<file path="src/hw/rtl/oar_pkg.sv">
`timescale 1ns / 1ps

package oar_pkg;

  localparam int MEM_WORDS = 32768;
  localparam int MEM_AW    = $clog2(MEM_WORDS);
  localparam int WORD_W    = 16;
  localparam int REG_AW    = 3;
  localparam int SPEC_W    = 12;
  localparam int IN_TDATA_W  = 40;
  localparam int OUT_TDATA_W = 32;

  localparam logic [REG_AW-1:0] REG_PC    = 3'd7;
  localparam logic [WORD_W-1:0] WORD_STEP = 16'd2;

  typedef enum logic [1:0] {
    CMD_WR_MEM  = 2'd0,
    CMD_WR_REG  = 2'd1,
    CMD_RESOLVE = 2'd2
  } cmd_t;

  typedef enum logic [2:0] {
    MODE_REG        = 3'd0,
    MODE_REG_DEF    = 3'd1,
    MODE_AUTOINC    = 3'd2,
    MODE_AUTOINC_DEF = 3'd3,
    MODE_AUTODEC    = 3'd4,
    MODE_AUTODEC_DEF = 3'd5,
    MODE_INDEX      = 3'd6,
    MODE_INDEX_DEF  = 3'd7
  } mode_t;

  typedef enum logic [2:0] {
    ASRC_REG  = 3'd0,
    ASRC_INC  = 3'd1,
    ASRC_DEC  = 3'd2,
    ASRC_MEMQ = 3'd3,
    ASRC_IDX  = 3'd4,
    ASRC_NUM  = 3'd5
  } asrc_t;

  typedef enum logic [1:0] {
    UPD_NONE = 2'd0,
    UPD_INC  = 2'd1,
    UPD_DEC  = 2'd2
  } upd_t;

  typedef struct packed {
    logic              wr_mem;
    logic              wr_reg;
    logic [REG_AW-1:0] reg_sel;
    upd_t              upd;
    asrc_t             asrc;
    logic              ea_load;
    logic              mem_rd;
    logic              val_from_reg;
    logic              val_from_mem;
    logic              out_load;
    logic              out_slot;
    logic              out_last;
  } dp_cmd_t;

  typedef struct packed {
    logic out_free;
  } dp_stat_t;

endpackage

</file>
<file path="src/hw/rtl/oar_ctrl.sv">
`timescale 1ns / 1ps

module oar_ctrl (
  input  logic                        clk,
  input  logic                        rst_n,
  input  logic                        in_valid,
  output logic                        in_ready,
  input  logic [1:0]                  in_cmd,
  input  logic [oar_pkg::SPEC_W-1:0]  in_spec,
  input  logic                        in_has_source,
  input  logic                        in_has_dest,
  output oar_pkg::dp_cmd_t            cmd,
  input  oar_pkg::dp_stat_t           stat
);

  typedef enum logic [5:0] {
    S_IDLE = 6'b000001,
    S_SPEC = 6'b000010,
    S_IDXQ = 6'b000100,
    S_PTRQ = 6'b001000,
    S_VALQ = 6'b010000,
    S_OUT  = 6'b100000
  } state_t;

  state_t                     state_r;
  state_t                     state_nxt;
  logic [oar_pkg::SPEC_W-1:0] spec_r;
  logic                       slot_r;
  logic                       slot_nxt;
  logic                       has_dst_r;

  logic [5:0]                 cur_spec;
  oar_pkg::mode_t             mode;
  logic [oar_pkg::REG_AW-1:0] rnum;
  logic                       accept;

  assign cur_spec = slot_r ? spec_r[5:0] : spec_r[11:6];
  assign mode     = oar_pkg::mode_t'(cur_spec[5:3]);
  assign rnum     = cur_spec[2:0];
  assign in_ready = (state_r == S_IDLE);
  assign accept   = in_valid && in_ready;

  always_comb begin
    state_nxt        = state_r;
    slot_nxt         = slot_r;
    cmd.wr_mem       = 1'b0;
    cmd.wr_reg       = 1'b0;
    cmd.reg_sel      = rnum;
    cmd.upd          = oar_pkg::UPD_NONE;
    cmd.asrc         = oar_pkg::ASRC_REG;
    cmd.ea_load      = 1'b0;
    cmd.mem_rd       = 1'b0;
    cmd.val_from_reg = 1'b0;
    cmd.val_from_mem = 1'b0;
    cmd.out_load     = 1'b0;
    cmd.out_slot     = slot_r;
    cmd.out_last     = slot_r || !has_dst_r;
    case (state_r)
      S_IDLE: begin
        if (in_valid) begin
          case (in_cmd)
            oar_pkg::CMD_WR_MEM: cmd.wr_mem = 1'b1;
            oar_pkg::CMD_WR_REG: cmd.wr_reg = 1'b1;
            oar_pkg::CMD_RESOLVE: begin
              slot_nxt = !in_has_source;
              if (in_has_source || in_has_dest) begin
                state_nxt = S_SPEC;
              end
            end
            default: ;
          endcase
        end
      end
      S_SPEC: begin
        cmd.ea_load = 1'b1;
        cmd.mem_rd  = 1'b1;
        case (mode)
          oar_pkg::MODE_REG: begin
            cmd.asrc         = oar_pkg::ASRC_NUM;
            cmd.mem_rd       = 1'b0;
            cmd.val_from_reg = 1'b1;
            state_nxt        = S_OUT;
          end
          oar_pkg::MODE_REG_DEF: begin
            state_nxt = S_VALQ;
          end
          oar_pkg::MODE_AUTOINC, oar_pkg::MODE_AUTOINC_DEF: begin
            cmd.upd   = oar_pkg::UPD_INC;
            cmd.asrc  = (rnum == oar_pkg::REG_PC) ? oar_pkg::ASRC_INC : oar_pkg::ASRC_REG;
            state_nxt = (mode == oar_pkg::MODE_AUTOINC) ? S_VALQ : S_PTRQ;
          end
          oar_pkg::MODE_AUTODEC, oar_pkg::MODE_AUTODEC_DEF: begin
            cmd.upd   = oar_pkg::UPD_DEC;
            cmd.asrc  = oar_pkg::ASRC_DEC;
            state_nxt = (mode == oar_pkg::MODE_AUTODEC) ? S_VALQ : S_PTRQ;
          end
          default: begin
            cmd.reg_sel = oar_pkg::REG_PC;
            cmd.upd     = oar_pkg::UPD_INC;
            cmd.asrc    = oar_pkg::ASRC_INC;
            state_nxt   = S_IDXQ;
          end
        endcase
      end
      S_IDXQ: begin
        cmd.asrc    = oar_pkg::ASRC_IDX;
        cmd.ea_load = 1'b1;
        cmd.mem_rd  = 1'b1;
        state_nxt   = (mode == oar_pkg::MODE_INDEX) ? S_VALQ : S_PTRQ;
      end
      S_PTRQ: begin
        cmd.asrc    = oar_pkg::ASRC_MEMQ;
        cmd.ea_load = 1'b1;
        cmd.mem_rd  = 1'b1;
        state_nxt   = S_VALQ;
      end
      S_VALQ: begin
        cmd.val_from_mem = 1'b1;
        state_nxt        = S_OUT;
      end
      S_OUT: begin
        if (stat.out_free) begin
          cmd.out_load = 1'b1;
          if (!slot_r && has_dst_r) begin
            slot_nxt  = 1'b1;
            state_nxt = S_SPEC;
          end else begin
            state_nxt = S_IDLE;
          end
        end
      end
      default: state_nxt = S_IDLE;
    endcase
  end

  always_ff @(posedge clk) begin
    if (!rst_n) begin
      state_r <= S_IDLE;
      slot_r  <= 1'b0;
    end else begin
      state_r <= state_nxt;
      slot_r  <= slot_nxt;
    end
  end

  always_ff @(posedge clk) begin
    if (accept) begin
      spec_r    <= in_spec;
      has_dst_r <= in_has_dest;
    end
  end

endmodule
</file>
<file path="config.mk">
export PLATFORM = sky130hd
export DESIGN_NAME = oar_ctrl
export DESIGN_NICKNAME = d
export VERILOG_FILES = /design/src/hw/rtl/oar_pkg.sv /design/src/hw/rtl/oar_ctrl.sv
export SDC_FILE = /design/constraint.sdc
export NUM_CORES = 1
export LEC_CHECK = 0
export CAP_MARGIN = 20
export CORE_ASPECT_RATIO = 1.75
export CORE_UTILIZATION = 30
export DETAILED_ROUTE_END_ITERATION = 10
export DONT_BUFFER_PORTS = 1
export SYNTH_ARGS = -nofsm -noshare
export SYNTH_HDL_FRONTEND = slang
export SYNTH_SLANG_ARGS = --single-unit
export TNS_END_PERCENT = 5
</file>
<file path="constraint.sdc">
create_clock -name clk -period 5 [get_ports clk]
set_input_delay 0 -clock clk [delete_from_list [all_inputs] [get_ports clk]]
set_output_delay 0 -clock clk [all_outputs]
set_load 0.05 [all_outputs]
</file>
==> After elaboration in Yosys (flattened, before gate mapping) <==
Index checks and enable logic that the tools add are counted.
{ "word_totals": {"input_bits": 20, "wordCells": 71, "register_bits": 20} }
{ "op_classes": {"reduce_logical": 16, "mux": 31, "n_eq_ne": 20} }
{ "ops": {"columns": ["op", "count"], "rows": [
  ["6-bit one-hot mux with 6 select lines", 1],
  ["6-bit two-way mux", 5],
  ["6-bit one-hot mux with 4 select lines", 1],
  ["5-bit two-way mux", 4],
  ["5-bit one-hot mux with 3 select lines", 1],
  ["3-bit equality test, second input constant", 4],
  ["3-bit one-hot mux with 4 select lines", 1],
  ["1-bit two-way mux", 11],
  ["2-bit two-way mux", 4],
  ["3-bit by 2-bit equality test with 1-bit output, second input constant", 2],
  ["6-bit by 1-bit equality test with 1-bit output, second input constant", 1],
  ["6-bit by 2-bit equality test with 1-bit output, second input constant", 1],
  ["6-bit by 3-bit equality test with 1-bit output, second input constant", 1],
  ["6-bit by 4-bit equality test with 1-bit output, second input constant", 1],
  ["6-bit by 5-bit equality test with 1-bit output, second input constant", 1],
  ["6-bit equality test, second input constant", 1],
  ["2-bit inequality test, second input constant", 3],
  ["2-bit OR reduction", 3],
  ["6-bit OR reduction", 1],
  ["5-bit AND reduction", 1],
  ["2-bit by 1-bit inequality test with 1-bit output, second input constant", 2],
  ["2-bit one-hot mux with 2 select lines", 1],
  ["4-bit AND reduction", 1],
  ["3-bit by 1-bit equality test with 1-bit output, second input constant", 1],
  ["other kinds (10)", 14]
]} }

==> Longest topological paths before layout <==
Gate-level depths: netlist of run 1.
{ "depth": {"ltp_word": 5, "ltp_mapped": 6, "mapped_depth_nobuf": 4} }

==> Worst setup path before layout of run 1 <==
OpenSTA, ideal clock, no wires.
{ "synth_timing": {"path_type": "register to output", "start": "register state_r[2]", "end": "output port cmd[15] in the netlist's numbering", "slack_ns": 2.420, "t_arrival_ns": 2.580, "required_time_ns": 5.000, "path_stages_with_launch": 6, "path_buffers": 1, "cell_sequence": "dfxtp_1 -> nor4_1 -> and2_1 -> clkbuf_2 -> nand2_1 -> nor3b_1"} }
{ "synth_lines": {"columns": ["element", "line_no", "rtl"], "rows": [
  ["from (decl)", "oar_ctrl.sv:25", "state_t state_r;"],
  ["from (signal assigned)", "oar_ctrl.sv:141", "state_r <= state_nxt;"],
  ["to (decl)", "oar_ctrl.sv:12", "output oar_pkg::dp_cmd_t cmd,"]
]} }

==> impl_metrics.ini, run 1 <==
[status]
outcome = finished, final reports clean

[routing]
wirelength_um = 2350
viasPerCell = 5.33
drtIter0Drc = 32
avgRoutedWirePerCell_um = 13.9
drc = 0
num_vias = 901
drt_pass1_iterations = 4
postRouteAntennaNets = 0

[clocking]
clk_latency_ps = 250
cts_sinks = 20
cts-root-buf = clkbuf_8
ctsResizeCount = 0
cts_buffers = 3
cts_tree = done
path_clk_slew_ps = 70
clock_path_buffers = 2
cts_max_level = 1

[worst_setup_path]
crit_required_ps = 5000
crit_path_start_kind = flip-flop
critical_path_class = reg2out
critPathArrivalTime_ps = 3080
crit_chain = mux2i_1 -> and3_1 -> a21oi_1 -> o21ai_1
slowest_delay_ps = 940
end_kind = primary output
cp_num_buf_inv = 0
cp_max_fo = 12
crit_family = flip-flops
cp_slowest_cell = dfxtp_1

[logic_synthesis]
synth_area_leaders = edfxtp_1 35%, dfxtp_1 13%, mux2i_1 5.4%, nor2_1 3.1%, nand2_1 2.7%
synth_area_per_cell_um2 = 10.2
synth_largest_area_cell = edfxtp_1
synth_commonest_cells = 13 x edfxtp_1, 9 x nor2_1, 8 x nand2_1, 7 x dfxtp_1, 6 x mux2i_1
async_flop_share_pct = 0
synth-edff-count = 13
synth_warnings = 0
netlist.area_leader.share_pct = 35.4
syn_nets = 128
ys_ff_latch = 20
ys_seq_area_share_pct = 48.1
syn_area_mm2 = 0.00110
synth_cell_types = 42
ys.flop_type = edfxtp_1
netlist_instances = 108
yosysMostFrequentCell = edfxtp_1

[power_and_ir_drop]
max-vdd-ir-drop_mv = 0.338
p_leak_nw = 0.498
power.density_mw_per_mm2 = 514

[die]
io-pin-count = 38
die_w_um = 47.8
dieArea_mm2 = 0.00393
start_util_pct = 32.1
core_area_mm2 = 0.00343
fp.dieH_um = 82.2
core.rowCount = 28

[timing]
maxSlewHeadroom_pct = 33.5
tightest_slew_ps = 992
rsz0062_at_grt = false
setup_violations = 0
hold_viol = 0
post-route-period-util_pct = 61.6
max_freq_ghz = 0.325
maxSlewViolCount = 0
skew_ps = 2.67
fin_crit_ps = 3080
hold_ws_ps = 66.9
finalSetupTns_ps = 0

[layout]
antenna_cells = 0
nets = 145
layout-drive-gt1-share_pct = 11.3
syn2layout_area_growth_pct = 25.0

[placed_design]
io_buffers = 0
gp_congestion = 0.779
dp_hpwl_um = 1770

[grt]
antenna_found_initial = 0
grt_pass1_vias = 882
grt_max_degree = 14
grt_pass1_wl_um = 3730
grt_overflow_total = 0
grt_usage_pct = 12.8

[job]
drv_cap = 0

[min_path]
hold_class = in2reg
## layout make-up
class | instances | area, µm²
multi-input combinational | 80 | 551
tap | 45 | 56.3
inverter | 2 | 7.51
sequential | 20 | 531
clock buffer | 4 | 55.1
fill | 370 | 2060
timing repair buffer | 18 | 178
## report_power, final
part	internal, mW	switching [mW]
logic	0.0895	0.215
clock network	0.0700	0.0522
registers	0.224	0.0564
total	0.384	0.324
## placed cells by master (no fill, tap or decap), types with 2 or more instances in the layout
cell            n
nor2_1          9
nor2b_1         2
dfxtp_1         7
inv_1           2
nor3_1          3
nand2b_1        2
o21ai_0         2
o21ai_1         3
clkbuf_8        4
o211a_1         2
dlygate4sd3_1  17
nand2_1         8
nor4_1          4
and3_1          2
o211ai_1        2
a21oi_1         2
nand3b_1        4
mux2i_1         6
nand4_1         3
and2_1          2
edfxtp_1       13
nand3_1         4
## tightest hold or removal path: stages
cell     delay [ps]
or4_4           100
nand3_1          90
nor2_1           90
## final timing paths
path                           start                      end  slack, ps  depth (start not counted)
min                             stat  state_r[2]$_SDFFE_PN0P_         70                          3
min reg2reg  state_r[5]$_SDFFE_PN0P_  state_r[0]$_SDFFE_PN1P_        750                          2
max reg2reg      slot_r$_SDFFE_PN0P_  state_r[5]$_SDFFE_PN0P_       2010                          4
max              slot_r$_SDFFE_PN0P_                   cmd[7]       1920                          4
## state kept, by name, indices dropped and copies added (netlist names)
| name | count |
|---|---|
| state_r | 6 |
| slot_r | 1 |
| has_dst_r | 1 |
| spec_r | 12 |
## cells by family (layout without fill, tap and decap cells)
logic type | after synthesis | count (layout) | synth area share, %
muxes | 7 | 7 | 6.47
AOI/OAI and AO/OA | 22 | 22 | 15.2
and+or+nand+nor | 49 | 49 | 25.3
DFF | 20 | 20 | 48.1
xor gates and xnor gates | 2 | 2 | 1.59
buffers and inverters | 8 | 24 | 3.29
## repair_timing
action,4_1_cts,5_1_grt
hold buffers,17,0
endpoints found under the setup margin,0,0
setup buffers,0,0
endpoints found under the hold margin,20,0
## layer usage
layer	share of wire [%]	wire [µm]	vias up	global-route usage [%]
met5	0	0	-	0
met4	0.38	9	0	3.89
li1	-	-	443	-
met3	6.1	143	2	2.83
met1	39	926	424	13.3
met2	54	1270	32	23.9
## per-stage QoR
step	util [%]	power, mW	std cells	instance area, µm²	worst slack [ps]
3_5_place_dp	33.6	0.577	148	1150	2020
6_report	40.1	0.708	169	1380	1920
4_1_cts	40.1	0.711	169	1380	1920
2_1_floorplan	-	0.543	108	1100	2420
5_1_grt	40.1	0.746	169	1380	1730
3_3_place_gp	33.6	0.572	148	1150	2140
No activity file was read; power rests on OpenSTA's default activity.
==> run 2: changes to the inputs <==
Settings changed: ABC_AREA set to 1.
Clock period 5 ns to 3.05 ns, I/O delays scaled along.
==> impl_metrics.ini, run 2 <==
[logic_synthesis]
synth_commonest_cells = 32 x nand2_1, 31 x inv_1, 23 x nor2_1, 13 x edfxtp_1, 12 x nand3_1
synth-compound-area-share_pct = 6.45
synth_area_leaders = edfxtp_1 33%, dfxtp_1 12%, nand2_1 10%, inv_1 9.8%, nor2_1 7.3%
synth_warnings = 0
ys_seq_area_share_pct = 44.8
synth_largest_area_cell = edfxtp_1
netlist.area_leader.share_pct = 33.0
syn_nets = 177
syn_area_mm2 = 0.00118
synth_top_family_by_area = simple AND/OR/NAND/NOR gates
synth_area_per_cell_um2 = 7.54
netlist_instances = 157
synth-edff-count = 13
synth-xor-area-share_pct = 0
yosys.area_share.simple_pct = 35.6
ys.flop_type = edfxtp_1
synthAdderAreaFrac_pct = 0
ys_ff_latch = 20
synth_cell_types = 22
async_flop_share_pct = 0
synthMuxAreaShare_pct = 0
yosysMostFrequentCell = nand2_1

[routing]
avgRoutedWirePerCell_um = 10.3
num_vias = 1005
wirelength_um = 2330
drc = 0
drtIter0Drc = 22
postRouteAntennaNets = 0
viasPerCell = 4.47
drt_pass1_iterations = 4

[worst_setup_path]
crit_family = simple AND/OR/NAND/NOR gates
critical_path_class = reg2out
cp_max_fo = 13
cp_slowest_cell = dfxtp_1
cp_num_buf_inv = 2
crit_chain = nand2_1 -> inv_1 -> nor2_4 -> nor2_4 -> nand2_1 -> inv_2 -> or2_1
crit_required_ps = 3050
slowest_delay_ps = 560
end_kind = primary output
crit_path_start_kind = flip-flop
critPathArrivalTime_ps = 2060
critPathLaunch = slot_r$_SDFFE_PN0P_
r2r-start = slot_r$_SDFFE_PN0P_

[layout]
syn2layout_area_growth_pct = 22.7
antenna_cells = 0
layout-drive-gt1-share_pct = 15.6
nets = 200
final_cell_mix = 32 x nand2_1, 31 x inv_1, 23 x nor2_1, 14 x dlygate4sd3_1, 13 x edfxtp_1
largest_reg_flops = 12
regMostFlops = spec_r
mostFrequentLayoutCell = nand2_1
fin_area_mm2 = 0.00145
reg_top3 = spec_r: 12 flops, state_r: 6 flops
instances_no_fill = 225

[placed_design]
dpl.cell_count = 207
dp_hpwl_um = 1970
placed_cell_area_mm2 = 0.00127
place_ws_ps = 1230
io_buffers = 0
gp_congestion = 0.861

[status]
outcome = finished, final reports clean

[grt]
grt_max_degree = 15
grt_pass1_vias = 1024
grt_usage_pct = 12.3
grt_pass1_wl_um = 4020
antenna_found_initial = 0
grt_overflow_total = 0

[min_path]
hold_path_startpoint = in_has_source
hold_class = in2reg

[clocking]
ctsResizeCount = 0
clk_latency_ps = 250
clock_path_buffers = 2
cts_tree = done
cts_max_level = 1
path_clk_slew_ps = 60
cts-root-buf = clkbuf_8
cts_sinks = 20
cts_buffers = 3

[power_and_ir_drop]
p_leak_nw = 0.727
max-vdd-ir-drop_mv = 0.365
power.density_mw_per_mm2 = 576

[timing]
fin_crit_ps = 2060
hold_viol = 0
rsz0062_at_grt = false
setup_ws_ps = 991
maxSlewHeadroom_pct = 41.0
post-route-period-util_pct = 67.5
tightest_slew_ps = 882
maxSlewViolCount = 0
finalSetupTns_ps = 0
max_freq_ghz = 0.486
setup_violations = 0
skew_ps = 3.43

[die]
fp.dieH_um = 85.1
die_w_um = 49.5
start_util_pct = 32.0
dieArea_mm2 = 0.00421
io-pin-count = 38
core_area_mm2 = 0.00370
core.rowCount = 29

[job]
drv_cap = 0
-- run 2: changes by cell type after synthesis, sizes merged, moves of 4 or more --
cell    delta
nand3b     -4
nor4       -4
nor2      +21
o21ai      +6
clkbuf     -4
inv       +33
nor3       -4
mux2i      -6
nand3      +8
nand2     +27
-- run 2: logic make-up (layout without fill, tap and decap cells) --
family | count (synthesis) | after routing
AOI/OAI and AO/OA | 13 | 13
buffers and inverters | 38 | 60
DFF | 20 | 20
and+or+nand+nor | 86 | 86
-- run 2: what timing repair did --
| action | CTS | global route |
|---|---|---|
| endpoints found under the hold margin | 20 | 0 |
| hold buffers | 14 | 0 |
| buffers inserted | 0 | 0 |
-- run 2: final timing paths --
check / endpoint / slack [ps] / cells past startpoint
min reg2reg: state_r[0]$_SDFFE_PN1P_ / 530 / 2
min: slot_r$_SDFFE_PN0P_ / 80 / 4
max: cmd[13] / 990 / 7
max reg2reg: state_r[4]$_SDFFE_PN0P_ / 1430 / 8
-- run 2: cell type report --
class,instances,area (µm²)
fill,415,2250
sequential,20,531
tap,46,57.6
timing repair buffer,20,185
inverter,36,136
multi-input combinational,99,498
clock buffer,4,45.0
-- run 2: metal layers --
metal | vias to the layer above | global-route usage [%] | wire length (µm)
li1 | 526 | - | -
met1 | 456 | 11.2 | 830
met2 | 19 | 24.9 | 1390
met3 | 4 | 1.97 | 64
met4 | 0 | 5.71 | 48
met5 | - | 0 | 0
-- run 2: worst min-delay path, stage by stage --
cell and delay, ps:
and2_1 110, nand3_1 80, nand2_1 60, nor2_1 40
-- run 2: stage by stage --
stage	total power [mW]	utilization, %	hold WS (ps)
6_report	0.837	39.2	77.1
5_1_grt	0.899	39.2	74.0
4_1_cts	0.849	39.2	82.4
3_5_place_dp	0.666	34.2	88.8
3_3_place_gp	0.664	34.2	89.5
2_1_floorplan	0.626	-	84.1
-- run 2: power breakdown --
group | leakage [nW] | switching, mW | internal, mW | total (mW)
Clock | 0.0228 | 0.0747 | 0.0925 | 0.167
Sequential | 0.182 | 0.0207 | 0.327 | 0.347
Combinational | 0.523 | 0.235 | 0.0873 | 0.322
Total | 0.727 | 0.331 | 0.507 | 0.837
